**src/sv/npcs_pkg.sv**
```systemverilog
`timescale 1ns / 1ps
`default_nettype none

package npcs_pkg;

    localparam int CHAN_W  = 8;
    localparam int CODE_W  = 15;
    localparam int SQ_W    = 2 * CHAN_W;
    localparam int DIST_W  = SQ_W + 2;
    localparam int ENTRY_W = 3 * CHAN_W;
    localparam int IN_W    = 48;
    localparam int OUT_W   = 8;

    localparam logic OP_WRITE  = 1'b0;
    localparam logic OP_LOOKUP = 1'b1;

    typedef struct packed {
        logic [CHAN_W-1:0] red;
        logic [CHAN_W-1:0] green;
        logic [CHAN_W-1:0] blue;
    } color_t;

    // Sideband that travels with each palette entry through the compare pipeline.
    typedef struct packed {
        logic valid;
        logic last;
    } tag_t;

endpackage

`default_nettype wire

```
**src/sv/npcs_match.sv**
```systemverilog
`timescale 1ns / 1ps
`default_nettype none

module npcs_match #(
    parameter int AW = 8
) (
    input  wire logic             clk,
    input  wire logic             rst_n,
    input  wire logic             start,
    input  npcs_pkg::color_t      target,
    input  npcs_pkg::color_t      entry,
    input  npcs_pkg::tag_t        entry_tag,
    input  wire logic [AW-1:0]    entry_idx,
    output logic                  done,
    output logic      [AW-1:0]    best_idx
);

    import npcs_pkg::*;

    logic [SQ_W-1:0]   sq_r_reg, sq_g_reg, sq_b_reg;
    logic [AW-1:0]     idx_reg;
    tag_t              tag_reg;
    logic [DIST_W-1:0] best_dist_reg;
    logic [AW-1:0]     best_idx_reg;
    logic              have_reg;
    logic              done_reg;

    logic [CHAN_W-1:0] dr, dg, db;
    logic [DIST_W-1:0] dist_sum;

    always_comb
    begin
        dr = (target.red   >= entry.red)   ? target.red - entry.red     : entry.red - target.red;
        dg = (target.green >= entry.green) ? target.green - entry.green : entry.green - target.green;
        db = (target.blue  >= entry.blue)  ? target.blue - entry.blue   : entry.blue - target.blue;
        dist_sum = DIST_W'(sq_r_reg) + DIST_W'(sq_g_reg) + DIST_W'(sq_b_reg);
    end

    // Stage one squares the channel differences; stage two sums and keeps the minimum.
    always_ff @(posedge clk)
    begin
        sq_r_reg <= SQ_W'(dr) * SQ_W'(dr);
        sq_g_reg <= SQ_W'(dg) * SQ_W'(dg);
        sq_b_reg <= SQ_W'(db) * SQ_W'(db);
        idx_reg  <= entry_idx;
    end

    always_ff @(posedge clk or negedge rst_n)
    begin
        if (!rst_n)
        begin
            tag_reg  <= '0;
            have_reg <= 1'b0;
            done_reg <= 1'b0;
        end
        else
        begin
            tag_reg  <= entry_tag;
            done_reg <= tag_reg.valid && tag_reg.last;
            if (start)
            begin
                have_reg <= 1'b0;
            end
            else if (tag_reg.valid)
            begin
                have_reg <= 1'b1;
            end
        end
    end

    // A strict less-than keeps the lowest index among equal distances.
    always_ff @(posedge clk)
    begin
        if (tag_reg.valid && (!have_reg || dist_sum < best_dist_reg))
        begin
            best_dist_reg <= dist_sum;
            best_idx_reg  <= idx_reg;
        end
    end

    assign done     = done_reg;
    assign best_idx = best_idx_reg;

endmodule

`default_nettype wire

```
**config.mk**
```make
export PLATFORM = sky130hd
export DESIGN_NAME = npcs_match
export DESIGN_NICKNAME = d
export VERILOG_FILES = /design/src/sv/npcs_pkg.sv /design/src/sv/npcs_match.sv
export SDC_FILE = /design/constraint.sdc
export NUM_CORES = 1
export LEC_CHECK = 0
export BUFFER_PORTS_ARGS = -buffer_cell sky130_fd_sc_hd__buf_2
export CELL_PAD_IN_SITES_DETAIL_PLACEMENT = 0
export CELL_PAD_IN_SITES_GLOBAL_PLACEMENT = 2
export CORE_MARGIN = 1
export CORE_UTILIZATION = 43
export CTS_CLUSTER_DIAMETER = 200
export DETAILED_ROUTE_END_ITERATION = 8
export PLACE_DENSITY_LB_ADDON = 0.1
export SETUP_SLACK_MARGIN = 0.15
export SLEW_MARGIN = 20
export SYNTH_ARGS = -nofsm -noshare
export SYNTH_HDL_FRONTEND = slang
export SYNTH_SLANG_ARGS = --single-unit
```
**constraint.sdc**
```tcl
create_clock -name clk -period 11.3 [get_ports clk]
set_input_delay 0 -clock clk [delete_from_list [all_inputs] [get_ports clk]]
set_output_delay 0 -clock clk [all_outputs]
set_load 0.01 [all_outputs]
```
# == Word-level counts from Yosys, hierarchy flattened ==
# Cells that the tools add are included.
# W data, S select, Z words.
# op_classes
add_sub_neg,8
multipliers,3
order_cmp,4
muxes,5
n_reduce_logical,5
# ops
op,n
$mul A8 B8 Y16,3
$sub A8 B8 Y8,6
$ge A8 B8 Y1,3
$mux W8,3
$add A17 B16 Y18,1
$lt A18 B18 Y1,1
$add A16 B16 Y17,1
$logic_and A1 B1 Y1,2
$mux W1,2
$reduce_bool A2 Y1,1
$logic_not A1 Y1,1
$logic_or A1 B1 Y1,1
# word_totals
ff_bits,86
inputBits,61
output_inout_bits,9
word_cells,35

# == Longest topological paths before layout ==
# Gate-level depths: netlist of the first run.
# logic_depth
depth_word,5
depth_mapped,30

# == Least setup slack after synthesis of the first run ==
# No wires, ideal clock.
# synth_timing
path_kind,input port to flip-flop
from,in target[8] (netlist bit)
to,reg sq_g_reg[13]
setup_ns,0.072
arrival_ns,5.531
required_ns,11.228
path_slack_ns,5.697
cell_stages,26
n_path_buf,1
cell_sequence,inv_1 > ha_1 > inv_1 > fa_1 > a21o_1 > a21oi_2 > a31o_2 > a21o_1 > buf_2 > mux2i_1 > xor2_2 > nor2_1 > ha_1 > or2_2 > fa_1 > fa_1 > inv_1 > fa_1 > inv_1 > ha_1 > nor2b_1 > o211ai_1 > nand2_1 > a41oi_1 > nor2b_1 > xnor2_1
# synth_via
elab_chain_cells,3
# synth_lines
item,line,source
from (decl),npcs_match.sv:10,"input npcs_pkg::color_t target,"
$sub A8 B8 Y8 or $ge A8 B8 Y1 (tied branches),npcs_match.sv:34,dg = (target.green >= entry.green) ? target.green - entry.green : entry.green - target.green;
$mux W8 *,npcs_match.sv:34,
$mul A8 B8 Y16 *,npcs_match.sv:43,sq_g_reg <= SQ_W'(dg) * SQ_W'(dg);
to (signal assigned),npcs_match.sv:43,
to (decl),npcs_match.sv:20,"logic [SQ_W-1:0] sq_r_reg, sq_g_reg, sq_b_reg;"
# Every way passes the cells marked *; elsewhere a longest branch is shown, timed or not.
# A chain may end at the register's enable or synchronous reset.

# == Worst setup path after layout of the first run ==
# Ends and elaborated chain as after synthesis.

==> reports/summary.txt, run 1 <==
Status - finished clean
Buffers and inverters on the worst path - 5
DRC violations left - 0
Most frequent cells in the layout - inv_1 (228), ha_1 (166), fa_1 (97), nor2_1 (89), buf_2 (69)
Drt wl/cell - 12.2 um
WL met1 - 9250 um
Clock root cell - clkbuf_16
Final #Nets - 1504
Main flop type after synthesis - dfxtp_1
Leading area contributor after synthesis - ha_1
I/O pin total - 70
Syn-to-layout area delta - 11.4%
GP Congestion - 0.764
Routed vias - 7125
Final setup TNS - 0 ns
Die area - 24300 um^2
RSZ-0062 raised after global routing - false
Post-CTS sizing - 0
Met2 routed WL - 8570 um
Sequential area share after synthesis - 0.191
Vias per Instance - 4.76
Syn Inst Count - 1099
Synth area leaders - ha_1 (20%), fa_1 (19%), dfxtp_1 (10%)
Crit path DAT - 6.17 ns
Synth top area share - 0.204
Crit Path Category - in2reg
CP top delay family - adder cells
Worst Tran Pin Value - 0.921 ns
CTS Hold Bufs - 13
Fin. Hold Viols - 0
Routed Antenna Nets - 0
GRT overflow - 0
Vias in the first global route - 7393
Max reg flops - 18
Initial antenna violation count - 0
Core Rows - 55
Final Skew - 0.00547 ns
CP max stage delay - 0.54 ns
Diodes inserted - 0
Post-synth ARST share - 0.0482
HPWL after DPL - 15600 um
Max-slew violation count - 0
Pre-antenna DRT Iters - 4
CTS sink cnt - 83
1st-iter DRT viols - 231
Core area - 22900 um^2
Initial Util - 0.444
Commonest non-fill, non-tap cell in the layout - inv_1
Synth warn - 0
Clock-pin slew on the worst setup and hold paths - 0.06 ns
Die W - 156 um
Post-layout min period - 5.90 ns
Die Height - 156 um
CTS tree - built
Final setup vio count - 0
Achievable Freq - 0.169 GHz
Tightest Hold Check Type - in2reg
Postcts setup bufs - 0
Largest net degree at the start of global routing - 17
DR WL met3 - 365 um
#FFs+latches synth - 83
Port buffer count - 69
Crit path launch type - input port
Syn_area_per_cell - 9.25 um^2
Share of cells above drive strength 1 - 0.104
Worst slew margin - 0.368
Total GRT Usage - 0.165
Nature of the critical path endpoint - flip-flop
CTS Buf Count - 9
Slowest CP cell - fa_1
# Max-Cap Violations - 0
Cell Area, Synth - 10200 um^2
Bufs on Longest Clock Path - 2
Clk_lat worst skew - 0.33 ns
Fin crit share - 0.522
First-pass GRT wire length - 33100 um
Required @ worst endpoint - 11.57 ns
H-tree depth - 3
Final wirelength - 18300 um
Netlist cell types - 68
EDFF count, synth - 26
Highest Signal Layer - met4
Worst Path Max Fanout - 10
## worst register-to-register path: stages, from the launching register on
cell and delay (ns):
dfxtp_1 0.32, fa_1 0.47, ha_1 0.35, o21ai_0 0.12, a21boi_0 0.42, nand4_1 0.14
o21ai_0 0.39, a211oi_1 0.14, o21bai_1 0.18, a21oi_1 0.10, xnor2_1 0.26, ha_1 0.31
a21oi_1 0.14, nor2b_1 0.05, o21ai_0 0.14, nand2_1 0.12, a211oi_4 0.46, buf_4 0.36
## final cells by class
type / count / area (um^2)
clock buffers: 9 / 225
clock inverters: 7 / 128
fillers: 2220 / 11600
inverters: 228 / 856
multi-input cells: 775 / 7300
flip-flops and latches: 83 / 1940
well taps: 313 / 392
repair buffers: 83 / 483
## synthesized netlist by cell type (21+ instances only)
cell type	instances
inv_1	228
ha_1	166
fa_1	97
nor2_1	89
a21oi_1	60
dfxtp_1	53
xnor2_1	53
nand2_1	40
o21ai_0	32
edfxtp_1	26
a21o_1	21
xor2_1	21
## through the flow
step / area (um^2) / cells / utilization / hold WS [ns] / setup slack, ns
2_1_floorplan: 10200 / 1100 / - / -0.296 / 5.70
3_3_place_gp: 10800 / 1469 / 0.473 / -0.193 / 5.15
3_5_place_dp: 10800 / 1469 / 0.473 / -0.190 / 5.04
4_1_cts: 11300 / 1498 / 0.494 / 0.244 / 5.38
5_1_grt: 11300 / 1498 / 0.494 / 0.296 / 5.02
6_report: 11300 / 1498 / 0.494 / 0.253 / 5.40
## final timing paths
kind,from,to,slack [ns],cells past startpoint
max,target[8],sq_g_reg[13],5.40,26
min,entry[16],sq_r_reg[0],0.25,3
max reg2reg,sq_r_reg[6],best_dist_reg[11],6.51,17
min reg2reg,idx_reg[6],best_idx[6],0.40,0
max in group asynchronous,rst_n,done,10.58,3
min in group asynchronous,rst_n,have_reg,0.55,3
## metal layers
metal	GRT usage	up-vias
li1	-	3742
met1	0.223	3305
met2	0.288	73
met3	0.0192	5
met4	0.0247	0
met5	0	-
## cell families after synthesis
family,Yosys count,synth area share
other,2,0.000738
XOR/XNOR,79,0.0717
AND/OR/NAND/NOR,228,0.110
AO/OA/AOI/OAI,191,0.128
buffers and inverters,242,0.0926
adder cells (fa/ha/maj),263,0.395
flip-flops,83,0.191
multiplexers,11,0.0108
Power of run 1 is not shown: default switching activity piles up to over one toggle a cycle in this logic, so the estimate is an artifact.
==> run 2, diff against run 1 <==
CORE_UTILIZATION = 36   (was 43)
clock period = 5.4 ns   (was 11.3 ns; I/O delays follow)
==> reports/summary.txt, run 2 (synthesis gave the netlist of run 1 again) <==
Vias per Instance - 4.48
Clk_lat worst skew - 0.34 ns
Routed Antenna Nets - 0
Max-slew violation count - 0
Final wirelength - 20500 um
Tightest Hold Check Type - in2reg
Finished Layout Cells - 1744
H-tree depth - 3
Core area - 27800 um^2
Pre-antenna DRT Iters - 4
Die Height - 170 um
Fin area - 13700 um^2
Worst setup path end - sq_r_reg[15]
CTS tree - built
Final Skew - 0.00809 ns
Die W - 170 um
Largest net degree at the start of global routing - 17
Reg area - 1940 um^2
Hold path depth - 4
Initial Util - 0.366
I/O pin total - 70
Required @ worst endpoint - 5.65 ns
First-pass GRT wire length - 35200 um
Reg2Reg Depth - 17
Drt wl/cell - 11.7 um
GP Congestion - 0.765
Bufs on Longest Clock Path - 2
Worst flop-to-flop path startpoint - sq_g_reg[6]
# Max-Cap Violations - 0
Fin crit share - 0.933
Core Rows - 61
Diodes inserted - 0
Nature of the critical path endpoint - flip-flop
Post-layout min period - 5.04 ns
Status - finished clean
Fin. Hold Viols - 0
Final setup vio count - 0
Vias in the first global route - 7778
Final #Nets - 1685
DRC violations left - 0
RR Endpoint - best_dist_reg[14]
HPWL after DPL - 17500 um
Most frequent cells in the layout - inv_1 (210), buf_4 (170), ha_1 (145), fa_1 (90), nor2_1 (78)
Worst Path Max Fanout - 5
Routed vias - 7815
CTS Buf Count - 9
Crit path from - target[16]
Port buffer count - 69
Share of cells above drive strength 1 - 0.312
Max reg flops - 18
Die area - 28900 um^2
Clock-pin slew on the worst setup and hold paths - 0.07 ns
Worst slew margin - 0.633
Crit Path Category - in2reg
Total GRT Usage - 0.148
Crit path launch type - input port
Placed Area - 12400 um^2
Clock root cell - clkbuf_16
Commonest non-fill, non-tap cell in the layout - inv_1
Inst Count DP - 1686
GRT overflow - 0
R2r setup slk - 0.71 ns
Fillers - 2752
1st-iter DRT viols - 201
Syn-to-layout area delta - 34.2%
Multi-input logic area - 8130 um^2
Final setup TNS - 0 ns
Initial antenna violation count - 0
Final core occ - 0.491
Worst Tran Pin Value - 0.549 ns
RSZ-0062 raised after global routing - true
Achievable Freq - 0.198 GHz
Crit path DAT - 5.29 ns
CTS sink cnt - 83
run 2: final cells by class:
| class | instances | area share |
|---|---|---|
| multi-input cells | 776 | 0.595 |
| repair buffers | 263 | 0.142 |
| flip-flops and latches | 83 | 0.142 |
| inverters | 228 | 0.0629 |
| well taps | 378 | 0.0346 |
| clock buffers | 9 | 0.0165 |
| clock inverters | 7 | 0.00596 |
run 2: through the flow:
step,hold slack [ns],setup WS (ns)
2_1_floorplan,-0.296,0.131
3_3_place_gp,-0.189,-0.376
3_5_place_dp,-0.188,-0.373
4_1_cts,0.214,0.150
5_1_grt,0.239,0.123
6_report,0.217,0.359
run 2: worst min path at each step:
stage	startpoint	end
floorplan	rst_n	done
global placement	rst_n	done
detailed placement	rst_n	done
global route	entry[16]	sq_r_reg[0]
CTS	entry[16]	sq_r_reg[0]
finish	entry[16]	sq_r_reg[0]
run 2: critical path: stages:
cell and delay [ns]:
buf_6 0.09, inv_2 0.05, ha_4 0.12, inv_2 0.03
fa_2 0.38, nand3_4 0.08, nand4_4 0.13, a41oi_4 0.29
o32ai_4 0.13, o221a_2 0.23, a311o_1 0.35, or2_4 0.28
fa_1 0.52, inv_2 0.05, fa_1 0.46, fa_1 0.49
inv_1 0.05, fa_1 0.49, inv_2 0.04, ha_4 0.28
o211ai_1 0.09, nand2_1 0.12, a41oi_2 0.13, a21oi_2 0.17
xor2_1 0.22
run 2: metal layers:
metal	vias to the layer above	track usage	wire length (um)
met5	-	0	0
met4	0	0.0212	119
met3	10	0.0181	341
met2	64	0.253	9490
met1	3627	0.203	10500
li1	4114	-	-
run 2: repair_timing:
action	in CTS	in global routing
setup buffers	3	25
resized for setup	11	120
setup endpoints to repair	8	17
endpoints found under the hold margin	15	0
cloned	0	1
pin swaps	16	92
hold buffers	13	0
Power of run 2 is left out for the same reason.
